**src/rtl/core/pol_pkg.sv**
```systemverilog
`default_nettype none

package pol_pkg;

    localparam int CAPACITY_DEF   = 16;
    localparam int DATA_WIDTH_DEF = 32;

    localparam int KIND_W   = 3;
    localparam int POS_W    = 5;
    localparam int VALUE_W  = 32;
    localparam int STATUS_W = 1;
    localparam int COUNT_W  = 5;

    localparam int IN_TDATA_W  = 40;
    localparam int IN_TUSER_W  = KIND_W;
    localparam int OUT_TDATA_W = 48;

    typedef enum logic [KIND_W-1:0] {
        KIND_INSERT = 3'd0,
        KIND_DELETE = 3'd1,
        KIND_GET    = 3'd2,
        KIND_LOCATE = 3'd3,
        KIND_CLEAR  = 3'd4
    } kind_t;

    typedef enum logic [2:0] {
        OP_NONE,
        OP_INSERT,
        OP_DELETE,
        OP_READ,
        OP_LOCATE
    } op_t;

    typedef struct packed {
        op_t              op;
        logic [POS_W-1:0] pos;
    } cmd_t;

    typedef struct packed {
        logic               valid;
        logic               hit;
        logic [COUNT_W-1:0] found;
    } tok_t;

endpackage

`default_nettype wire

```
**src/rtl/core/pol_cell.sv**
```systemverilog
`default_nettype none

module pol_cell #(
    parameter int IDX        = 0,
    parameter int DATA_WIDTH = pol_pkg::DATA_WIDTH_DEF,
    parameter int LEN_W      = 5
) (
    input  wire logic                  clk,
    input  wire logic                  rst_n,
    input  wire pol_pkg::cmd_t         cmd,
    input  wire logic [LEN_W-1:0]      len,
    input  wire logic [DATA_WIDTH-1:0] val,
    input  wire pol_pkg::tok_t         tok_in,
    input  wire logic [DATA_WIDTH-1:0] carry_in,
    input  wire logic [DATA_WIDTH-1:0] rd_in,
    input  wire logic [DATA_WIDTH-1:0] right_in,
    output pol_pkg::tok_t              tok_out,
    output logic [DATA_WIDTH-1:0]      carry_out,
    output logic [DATA_WIDTH-1:0]      rd_out,
    output logic [DATA_WIDTH-1:0]      entry_out
);

    import pol_pkg::*;

    logic [DATA_WIDTH-1:0] entry_reg;
    logic [DATA_WIDTH-1:0] entry_next;
    tok_t                  tok_reg;
    tok_t                  tok_next;
    logic [DATA_WIDTH-1:0] carry_reg;
    logic [DATA_WIDTH-1:0] rd_reg;
    logic [DATA_WIDTH-1:0] rd_next;
    logic                  hit;
    logic                  after;

    assign hit   = (32'(cmd.pos) == 32'(IDX + 1));
    assign after = (32'(cmd.pos) <= 32'(IDX));

    always_comb
    begin
        entry_next = entry_reg;
        tok_next   = tok_in;
        rd_next    = rd_in;
        case (cmd.op)
            OP_INSERT:
            begin
                if (hit)
                begin
                    entry_next = val;
                end
                else if (after)
                begin
                    entry_next = carry_in;
                end
            end
            OP_DELETE:
            begin
                if (hit || after)
                begin
                    entry_next = right_in;
                end
                if (hit)
                begin
                    rd_next = entry_reg;
                end
            end
            OP_READ:
            begin
                if (hit)
                begin
                    rd_next = entry_reg;
                end
            end
            OP_LOCATE:
            begin
                if (!tok_in.hit && (32'(len) > 32'(IDX)) && (entry_reg == val))
                begin
                    tok_next.hit   = 1'b1;
                    tok_next.found = COUNT_W'(IDX + 1);
                end
            end
            default:
            begin
            end
        endcase
    end

    always_ff @(posedge clk or negedge rst_n)
    begin
        if (!rst_n)
        begin
            tok_reg <= '0;
        end
        else
        begin
            tok_reg.valid <= tok_in.valid;
            if (tok_in.valid)
            begin
                tok_reg.hit   <= tok_next.hit;
                tok_reg.found <= tok_next.found;
            end
        end
    end

    always_ff @(posedge clk)
    begin
        if (tok_in.valid)
        begin
            entry_reg <= entry_next;
            carry_reg <= entry_reg;
            rd_reg    <= rd_next;
        end
    end

    assign tok_out   = tok_reg;
    assign carry_out = carry_reg;
    assign rd_out    = rd_reg;
    assign entry_out = entry_reg;

endmodule

`default_nettype wire

```
**src/rtl/core/positional_ordered_list.sv**
```systemverilog
// channel   direction  beat fields (low bit first)
// s_axis    in         tuser: kind[2:0]; tdata: position[4:0] value[36:5]
// m_axis    out        tdata: status[0] read_value[32:1] found_position[37:33] count[42:38]
//
// Each request walks the cell chain one cell per cycle; the next request is
// taken only once the previous result has moved from the result register
// into the output register.
// Reset clears the length and all control; entries hold garbage until written.
// A stalled result waits in the output register while the next request runs.
`default_nettype none

module positional_ordered_list #(
    parameter int CAPACITY   = pol_pkg::CAPACITY_DEF,
    parameter int DATA_WIDTH = pol_pkg::DATA_WIDTH_DEF
) (
    input  wire logic                              clk,
    input  wire logic                              rst_n,
    input  wire logic                              s_axis_tvalid,
    output logic                                   s_axis_tready,
    // position, value, zero pad
    input  wire logic [pol_pkg::IN_TDATA_W-1:0]    s_axis_tdata,
    // kind
    input  wire logic [pol_pkg::IN_TUSER_W-1:0]    s_axis_tuser,
    output logic                                   m_axis_tvalid,
    input  wire logic                              m_axis_tready,
    // status, read_value, found_position, count, zero pad
    output logic [pol_pkg::OUT_TDATA_W-1:0]        m_axis_tdata
);

    import pol_pkg::*;

    localparam int LEN_W = $clog2(CAPACITY + 1);

    logic [KIND_W-1:0]     kind_in;
    logic [POS_W-1:0]      pos_in;
    logic [63:0]           value_ext;
    logic [DATA_WIDTH-1:0] val_in;

    logic                  in_fire;
    logic                  busy_reg;
    logic                  start_reg;
    cmd_t                  cmd_reg;
    cmd_t                  cmd_next;
    logic [DATA_WIDTH-1:0] val_reg;
    logic [LEN_W-1:0]      length_reg;
    logic [LEN_W-1:0]      length_next;
    logic                  status_reg;
    logic                  status_next;

    logic                  res_valid_reg;
    logic [OUT_TDATA_W-1:0] res_reg;
    logic                  res_move;
    logic                  out_valid_reg;
    logic [OUT_TDATA_W-1:0] out_reg;

    logic [31:0]           p32;
    logic [31:0]           l32;
    logic [63:0]           rd_ext;

    tok_t                  tok   [0:CAPACITY];
    logic [DATA_WIDTH-1:0] carry [0:CAPACITY];
    logic [DATA_WIDTH-1:0] rd    [0:CAPACITY];
    logic [DATA_WIDTH-1:0] entry [0:CAPACITY-1];

    assign kind_in   = s_axis_tuser;
    assign pos_in    = s_axis_tdata[4:0];
    assign value_ext = {32'b0, s_axis_tdata[36:5]};
    assign val_in    = value_ext[DATA_WIDTH-1:0];

    assign s_axis_tready = !busy_reg;
    assign in_fire       = s_axis_tvalid && s_axis_tready;

    assign p32 = 32'(pos_in);
    assign l32 = 32'(length_reg);

    always_comb
    begin
        cmd_next.pos = pos_in;
        cmd_next.op  = OP_NONE;
        status_next  = 1'b0;
        length_next  = length_reg;
        unique case (kind_in)
            KIND_INSERT:
            begin
                if ((l32 >= 32'(CAPACITY)) || (p32 < 32'd1) || (p32 > l32 + 32'd1))
                begin
                    status_next = 1'b1;
                end
                else
                begin
                    cmd_next.op = OP_INSERT;
                    length_next = LEN_W'(l32 + 32'd1);
                end
            end
            KIND_DELETE:
            begin
                if ((p32 < 32'd1) || (p32 > l32))
                begin
                    status_next = 1'b1;
                end
                else
                begin
                    cmd_next.op = OP_DELETE;
                    length_next = LEN_W'(l32 - 32'd1);
                end
            end
            KIND_GET:
            begin
                if ((p32 < 32'd1) || (p32 > l32))
                begin
                    status_next = 1'b1;
                end
                else
                begin
                    cmd_next.op = OP_READ;
                end
            end
            KIND_LOCATE:
            begin
                cmd_next.op = OP_LOCATE;
            end
            KIND_CLEAR:
            begin
                length_next = '0;
            end
            default:
            begin
                status_next = 1'b1;
            end
        endcase
    end

    assign tok[0]   = '{valid: start_reg, hit: 1'b0, found: '0};
    assign carry[0] = '0;
    assign rd[0]    = '0;

    for (genvar k = 0; k < CAPACITY; k++)
    begin : g_cell
        logic [DATA_WIDTH-1:0] right;
        if (k == CAPACITY - 1)
        begin : g_last
            assign right = entry[k];
        end
        else
        begin : g_mid
            assign right = entry[k + 1];
        end

        pol_cell #(
            .IDX        (k),
            .DATA_WIDTH (DATA_WIDTH),
            .LEN_W      (LEN_W)
        ) u_cell (
            .clk       (clk),
            .rst_n     (rst_n),
            .cmd       (cmd_reg),
            .len       (length_reg),
            .val       (val_reg),
            .tok_in    (tok[k]),
            .carry_in  (carry[k]),
            .rd_in     (rd[k]),
            .right_in  (right),
            .tok_out   (tok[k + 1]),
            .carry_out (carry[k + 1]),
            .rd_out    (rd[k + 1]),
            .entry_out (entry[k])
        );
    end

    assign rd_ext   = 64'(rd[CAPACITY]);
    assign res_move = res_valid_reg && (!out_valid_reg || m_axis_tready);

    always_ff @(posedge clk or negedge rst_n)
    begin
        if (!rst_n)
        begin
            busy_reg      <= 1'b0;
            start_reg     <= 1'b0;
            cmd_reg       <= '{op: OP_NONE, pos: '0};
            length_reg    <= '0;
            res_valid_reg <= 1'b0;
            out_valid_reg <= 1'b0;
        end
        else
        begin
            start_reg <= in_fire;
            if (in_fire)
            begin
                busy_reg   <= 1'b1;
                cmd_reg    <= cmd_next;
                length_reg <= length_next;
            end
            else if (res_move)
            begin
                busy_reg <= 1'b0;
            end

            if (tok[CAPACITY].valid)
            begin
                res_valid_reg <= 1'b1;
            end
            else if (res_move)
            begin
                res_valid_reg <= 1'b0;
            end

            if (res_move)
            begin
                out_valid_reg <= 1'b1;
            end
            else if (m_axis_tready)
            begin
                out_valid_reg <= 1'b0;
            end
        end
    end

    always_ff @(posedge clk)
    begin
        if (in_fire)
        begin
            val_reg    <= val_in;
            status_reg <= status_next;
        end
        if (tok[CAPACITY].valid)
        begin
            res_reg <= {5'b0, COUNT_W'(length_reg), tok[CAPACITY].found,
                        rd_ext[VALUE_W-1:0], status_reg};
        end
        if (res_move)
        begin
            out_reg <= res_reg;
        end
    end

    assign m_axis_tvalid = out_valid_reg;
    assign m_axis_tdata  = out_reg;

    a_start_busy: assert property (@(posedge clk) disable iff (!rst_n)
        start_reg |-> busy_reg)
        else $error("chain started while idle");

    a_accept_busy: assert property (@(posedge clk) disable iff (!rst_n)
        in_fire |=> busy_reg && start_reg)
        else $error("accepted beat did not launch");

    a_done_free: assert property (@(posedge clk) disable iff (!rst_n)
        tok[CAPACITY].valid |-> busy_reg && !res_valid_reg)
        else $error("result arrived with result slot full");

    a_length_cap: assert property (@(posedge clk) disable iff (!rst_n)
        32'(length_reg) <= 32'(CAPACITY))
        else $error("length above capacity");

    a_idle_empty: assert property (@(posedge clk) disable iff (!rst_n)
        !busy_reg |-> !res_valid_reg && !tok[CAPACITY].valid)
        else $error("chain active while idle");

endmodule

`default_nettype wire

```
**config.mk**
```make
export PLATFORM = sky130hd
export DESIGN_NAME = positional_ordered_list
export DESIGN_NICKNAME = d
export VERILOG_FILES = /design/src/rtl/core/pol_pkg.sv /design/src/rtl/core/pol_cell.sv /design/src/rtl/core/positional_ordered_list.sv
export SDC_FILE = /design/constraint.sdc
export NUM_CORES = 2
export LEC_CHECK = 0
export ABC_AREA = 1
export BUFFER_PORTS_ARGS = -buffer_cell sky130_fd_sc_hd__buf_2
export CAP_MARGIN = 30
export CORE_MARGIN = 5
export CORE_UTILIZATION = 44
export DETAILED_ROUTE_END_ITERATION = 8
export PLACE_DENSITY = 0.6
export SLEW_MARGIN = 20
export SYNTH_ARGS = -nofsm -noshare
export SYNTH_HDL_FRONTEND = slang
export SYNTH_SLANG_ARGS = --single-unit
```
**constraint.sdc**
```tcl
create_clock -name clk -period 9.5 [get_ports clk]
set_input_delay 2.375 -clock clk [delete_from_list [all_inputs] [get_ports clk]]
set_output_delay 2.375 -clock clk [all_outputs]
set_load 0.05 [all_outputs]
```
# [Word level (Yosys, flattened, before mapping)]
# Cells that the tools add are included.
# Widths: inputs -> output; s select.
[totals] ff_bits=1751 wordCells=451
[op_classes] add_sub_neg=2 n_lt_le_gt_ge=36 eq_ne=72 muxes=139 n_reduce_logical=97
[ops] cell="$mux 32" count=77
[ops] cell="$pmux 32 s2" count=15
[ops] cell="$eq 32x32->1" count=16
[ops] cell="$mux 6" count=30
[ops] cell="$reduce_and 4->1" count=16
[ops] cell="$ne 3x1->1 const B" count=15
[ops] cell="$eq 5x4->1 const B" count=8
[ops] cell="$gt 5x4->1 const B" count=8
[ops] cell="$le 5x4->1 const B" count=8
[ops] cell="$logic_and 1x1->1" count=33
[ops] cell="$gt 5x32->1" count=1
[ops] cell="$ne 2x1->1 const B" count=15
[ops] cell="$eq 5x3->1 const B" count=4
[ops] cell="$gt 5x3->1 const B" count=4
[ops] cell="$le 5x3->1 const B" count=4
[ops] cell="$mux 5" count=4
[ops] cell="$logic_or 1x1->1" count=19
[ops] cell="$logic_not 1->1" count=17
[ops] cell="$pmux 5 s3" count=1
[ops] cell="$eq 3x2->1 const B" count=4
[ops] cell="$pmux 3 s4" count=1
[ops] cell="$eq 5x2->1 const B" count=2
[ops] cell="$gt 5x1->1 const B" count=2
[ops] cell="$gt 5x2->1 const B" count=2
[ops] cell="other kinds (21)" count=40

# [Logic depth before layout (Yosys ltp)]
[logic_depth] ltp_word=5 depth_mapped=14 depth_no_buf=14

# [Hierarchy]
# A second synthesis with hierarchy kept.
[unflattened] cells_unflattened=7404 area_unflattened_um2=81883.5
[by_module_without_submodules] mod="pol_cell at g_cell[13].u_cell" instances=1 cells_per_inst=470 area_per_inst_um2=4923.5 seq_area_each_um2=3057.9
[by_module_without_submodules] mod="pol_cell at g_cell[6].u_cell" instances=1 cells_per_inst=474 area_per_inst_um2=4908.5 seq_area_each_um2=3057.9
[by_module_without_submodules] mod="pol_cell at g_cell[8].u_cell" instances=1 cells_per_inst=458 area_per_inst_um2=4847.1 seq_area_each_um2=3057.9
[by_module_without_submodules] mod="pol_cell at g_cell[7].u_cell" instances=1 cells_per_inst=489 area_per_inst_um2=4844.6 seq_area_each_um2=3057.9
[by_module_without_submodules] mod="pol_cell at g_cell[10].u_cell" instances=1 cells_per_inst=451 area_per_inst_um2=4840.9 seq_area_each_um2=3057.9
[by_module_without_submodules] mod="positional_ordered_list" instances=1 cells_per_inst=289 area_per_inst_um2=4838.4 seq_area_each_um2=3998.8
[by_module_without_submodules] mod="pol_cell at g_cell[9].u_cell" instances=1 cells_per_inst=427 area_per_inst_um2=4822.1 seq_area_each_um2=3057.9
[by_module_without_submodules] mod="pol_cell at g_cell[4].u_cell" instances=1 cells_per_inst=431 area_per_inst_um2=4819.6 seq_area_each_um2=3057.9
[by_module_without_submodules] mod="pol_cell at g_cell[0].u_cell" instances=1 cells_per_inst=438 area_per_inst_um2=4808.4 seq_area_each_um2=3057.9
[by_module_without_submodules] mod="pol_cell at g_cell[14].u_cell" instances=1 cells_per_inst=420 area_per_inst_um2=4803.4 seq_area_each_um2=3057.9
[by_module_without_submodules] mod="pol_cell at g_cell[1].u_cell" instances=1 cells_per_inst=441 area_per_inst_um2=4802.1 seq_area_each_um2=3057.9
[by_module_without_submodules] mod="pol_cell at g_cell[12].u_cell" instances=1 cells_per_inst=428 area_per_inst_um2=4800.9 seq_area_each_um2=3057.9
[by_module_without_submodules] mod="pol_cell at g_cell[5].u_cell" instances=1 cells_per_inst=424 area_per_inst_um2=4799.6 seq_area_each_um2=3057.9
[by_module_without_submodules] mod="pol_cell at g_cell[15].u_cell" instances=1 cells_per_inst=487 area_per_inst_um2=4795.8 seq_area_each_um2=3057.9
[by_module_without_submodules] mod="+3 rows"

# [Worst setup path after synthesis]
# Ideal clock, no wire load.
[synth_path] path_type="register to register" from="reg g_cell[11].u_cell.tok_reg, in the netlist g_cell[11].u_cell.tok_out[6]" to="reg g_cell[12].u_cell.entry_reg[0], enable pin" setup_ns=0.594 arrival_time_ns=7.211 required_time_ns=8.906 slack_ns=1.694 path_stages_with_launch=3 path_cell_list="dfrtp_1 inv_1 a2111oi_0"
[synth_via] elab_chain_len=1
[synth_rtl] item="start: declaration" line="pol_cell.sv:27" text="tok_t tok_reg;"
[synth_rtl] item="$reduce_and 4->1 (no line)"
[synth_rtl] item="end signal: assignment" line="pol_cell.sv:108" text="entry_reg <= entry_next;"
[synth_rtl] item="end: declaration" line="pol_cell.sv:25" text="logic [DATA_WIDTH-1:0] entry_reg;"
# No other way between the ends.
# A chain may end at the register's enable or synchronous reset.

# [Worst setup path after layout]
[layout_path] from="reg busy_reg" to="out s_axis_tready"
[layout_via] elab_chain_len=1
[layout_rtl] item="start: declaration" line="positional_ordered_list.sv:40" text="logic busy_reg;"
[layout_rtl] item="start signal: assignment" line="positional_ordered_list.sv:177" text="busy_reg <= 1'b0;"
[layout_rtl] item="start signal: assignment" line="positional_ordered_list.sv:189" text="busy_reg <= 1'b1;"
[layout_rtl] item="start signal: assignment" line="positional_ordered_list.sv:195" text="busy_reg <= 1'b0;"
[layout_rtl] item="$logic_not 1->1" line="positional_ordered_list.sv:70" text="assign s_axis_tready = !busy_reg;"
[layout_rtl] item="end: declaration" line="positional_ordered_list.sv:19" text="output logic s_axis_tready,"
# No other way between the ends.

==> results.yml <==
status:
  status: "complete, no violations"
synth:
  ys_async_sr_fraction_pct: 5.86
  synth-seq-cells: 1724
  postSynthAreaPerCell_um2: 10.8
  synth_top_flop_cell: "edfxtp_1"
  ys_seq_area_share_pct: 66.9
  synthTopCellsByCount: "nand2_1, edfxtp_1, o21ai_0, inv_1, o211ai_1"
  synth_cell_type_count: 40
  postSynthCellCount: 7083
  yosysTopAreaCell: "edfxtp_1"
  yosysWarnings: 0
  synth_edf_count: 1623
  syn_area_um2: 76700
  synth.most_common_cell: "nand2_1"
  synth_top_area_share_pct: 63.6
  synth_area_leaders: "edfxtp_1, nand2_1, o21ai_0, o211ai_1, dfrtp_1"
floorplanning:
  fp.dieW_um: 427
  core-area_um2: 174000
  start_util_pct: 44.1
  io_pins: 97
  fp.dieH_um: 427
  dieArea_um2: 183000
  row_count: 153
cells_and_area:
  fin_nets: 7105
  drive_gt1_share_pct: 7.80
  syn2layout_area_growth_pct: 10.8
global_routing:
  grt.total_usage_pct: 23.0
  grt_pass1_wl_um: 316000
  first_global_vias: 49700
  busiest_layer: "met2"
  grt_overflow: 0
  grt_max_degree: 242
  grt_use_met3_pct: 3.30
  met2_usage_pct: 36.8
  use_met1_pct: 30.6
  antenna_found_initial: 0
worst_setup_path:
  reg2regPathDepth: 9
  required_ns: 7.13
  path_max_fanout: 3
  crit_type: "reg -> out"
  cp.arrival_ns: 1.49
  critPathLaunchType: "flop"
  critPathCaptureType: "output pin"
timing:
  finalCritPeriodShare_pct: 40.7
  hold_ws_ns: 0.416
  finalClockSkew_ns: 0.0333
  finalHoldViolations: 0
  worstMarginPinSlew_ns: 1.09
  tns_ns: 0
  max_slew_margin_pct: 27.2
  max_freq_mhz: 259
  drv_slew: 0
  finalSetupViolations: 0
  grt_setup_unrepaired: "no"
  fin_crit_ns: 3.87
cts:
  ctsResizeCount: 0
  clock_latency_ns: 0.80
  cts_sinks: 1724
  h-tree-depth: 4
  cts_buffer_depth: 3
  cts_tree: "done"
  cts_root_buf: "clkbuf_16"
  cts_buffers: 182
  cts_setup_buffers: 0
  clk_pin_slew_worst_paths_ns: 0.06
  postCtsHoldBufs: 0
worst_hold_path:
  hold_path_class: "reg -> reg"
  min_path_cells: 0
flow_run:
  cap_violations: 0
power_and_ir_drop:
  power_density_nw_per_um2: 253
  peakVddDrop_uv: 193
  power_leakage_nw: 31.3
route:
  drt_wl_total_um: 211000
  drcViolationCount: 0
  vias: 51500
  dr.pass1.iters: 5
  via_per_inst: 5.41
  drtIter0Drc: 5378
  ant_nets: 0
  routedWlPerCell_um: 22.2
placement:
  hpwl_um: 150000
  finalWeightedCongestion: 0.895
  io_buffer_count: 88
[layout make-up]
type / instances / area, µm²
multi-input cells: 4265 / 21000
well taps: 2325 / 2910
clock inverters: 101 / 724
clock buffers: 229 / 4870
inverters: 636 / 2390
diodes: 3 / 7.51
repair buffers: 235 / 1770
fillers: 15600 / 88700
flip-flops and latches: 1724 / 51300
[per-stage QoR]
step	power, mW	std cells	util, %	cell area [µm²]	setup WS (ns)
floorplan	13.3	7087	-	76700	1.69
global route	22.5	9515	48.9	84900	5.55
finish	21.5	9518	48.9	84900	5.63
detailed placement	14.8	9179	45.6	79200	5.23
global placement	14.7	9169	45.5	79000	5.26
CTS	21.6	9509	48.8	84800	5.56
[critical path: stages (launching register included)]
cell     delay, ns
dfrtp_1       0.36
inv_1         0.08
buf_2         0.27
[cells in the final DEF (no fill, tap or decap), types with 14 or more instances in the layout]
cell and count:
buf_4 131, o22ai_1 58, nand2_1 1771, a21oi_1 53, xor2_1 78, edfxtp_1 1623, o21ai_0 1002, ha_1 14
nand3_1 97, nor3_1 52, clkinv_2 34, xnor2_1 64, clkbuf_16 188, nand4_1 126, clkbuf_1 40, dfrtp_1 85
nor2_1 362, buf_2 87, o211ai_1 453, inv_1 613, inv_2 19, o21ai_1 63, clkinv_1 54
[worst paths after layout]
check | start | end | slack (ns)
max | busy_reg | s_axis_tready | 5.63
min | res_reg[31] | m_axis_tdata[31] | 0.42
max reg2reg | cmd_reg[1] | g_cell[1].u_cell.rd_out[5] | 5.99
min reg2reg | res_reg[31] | m_axis_tdata[31] | 0.42
max in group asynchronous | rst_n | g_cell[0].u_cell.tok_out[6] | 6.57
min in group asynchronous | rst_n | g_cell[15].u_cell.tok_out[0] | 1.56
[where the power goes]
part | internal (mW) | switching, mW
clock | 3.87 | 2.91
sequential | 9.96 | 0.497
combinational | 1.16 | 3.06
total | 15.0 | 6.47
[routing by layer]
metal / part of all wire [%] / routed length (µm)
met5: 0 / 0
met4: 5.7 / 12000
met3: 6.8 / 14400
met2: 46 / 98100
met1: 41 / 86900
[cells by family after synthesis]
kind of cell | count (synthesis) | share of synthesized area [%]
and+or+nand+nor | 2457 | 12.9
DFF | 1724 | 66.9
AOI/OAI and AO/OA | 1646 | 12.4
buffers and inverters | 1098 | 6.02
xor gates and xnor gates | 142 | 1.62
adders and majority gates | 14 | 0.229
other | 1 | 0.00489
muxes | 1 | 0.0131
Note: power is estimated with default switching activity, not from simulation.
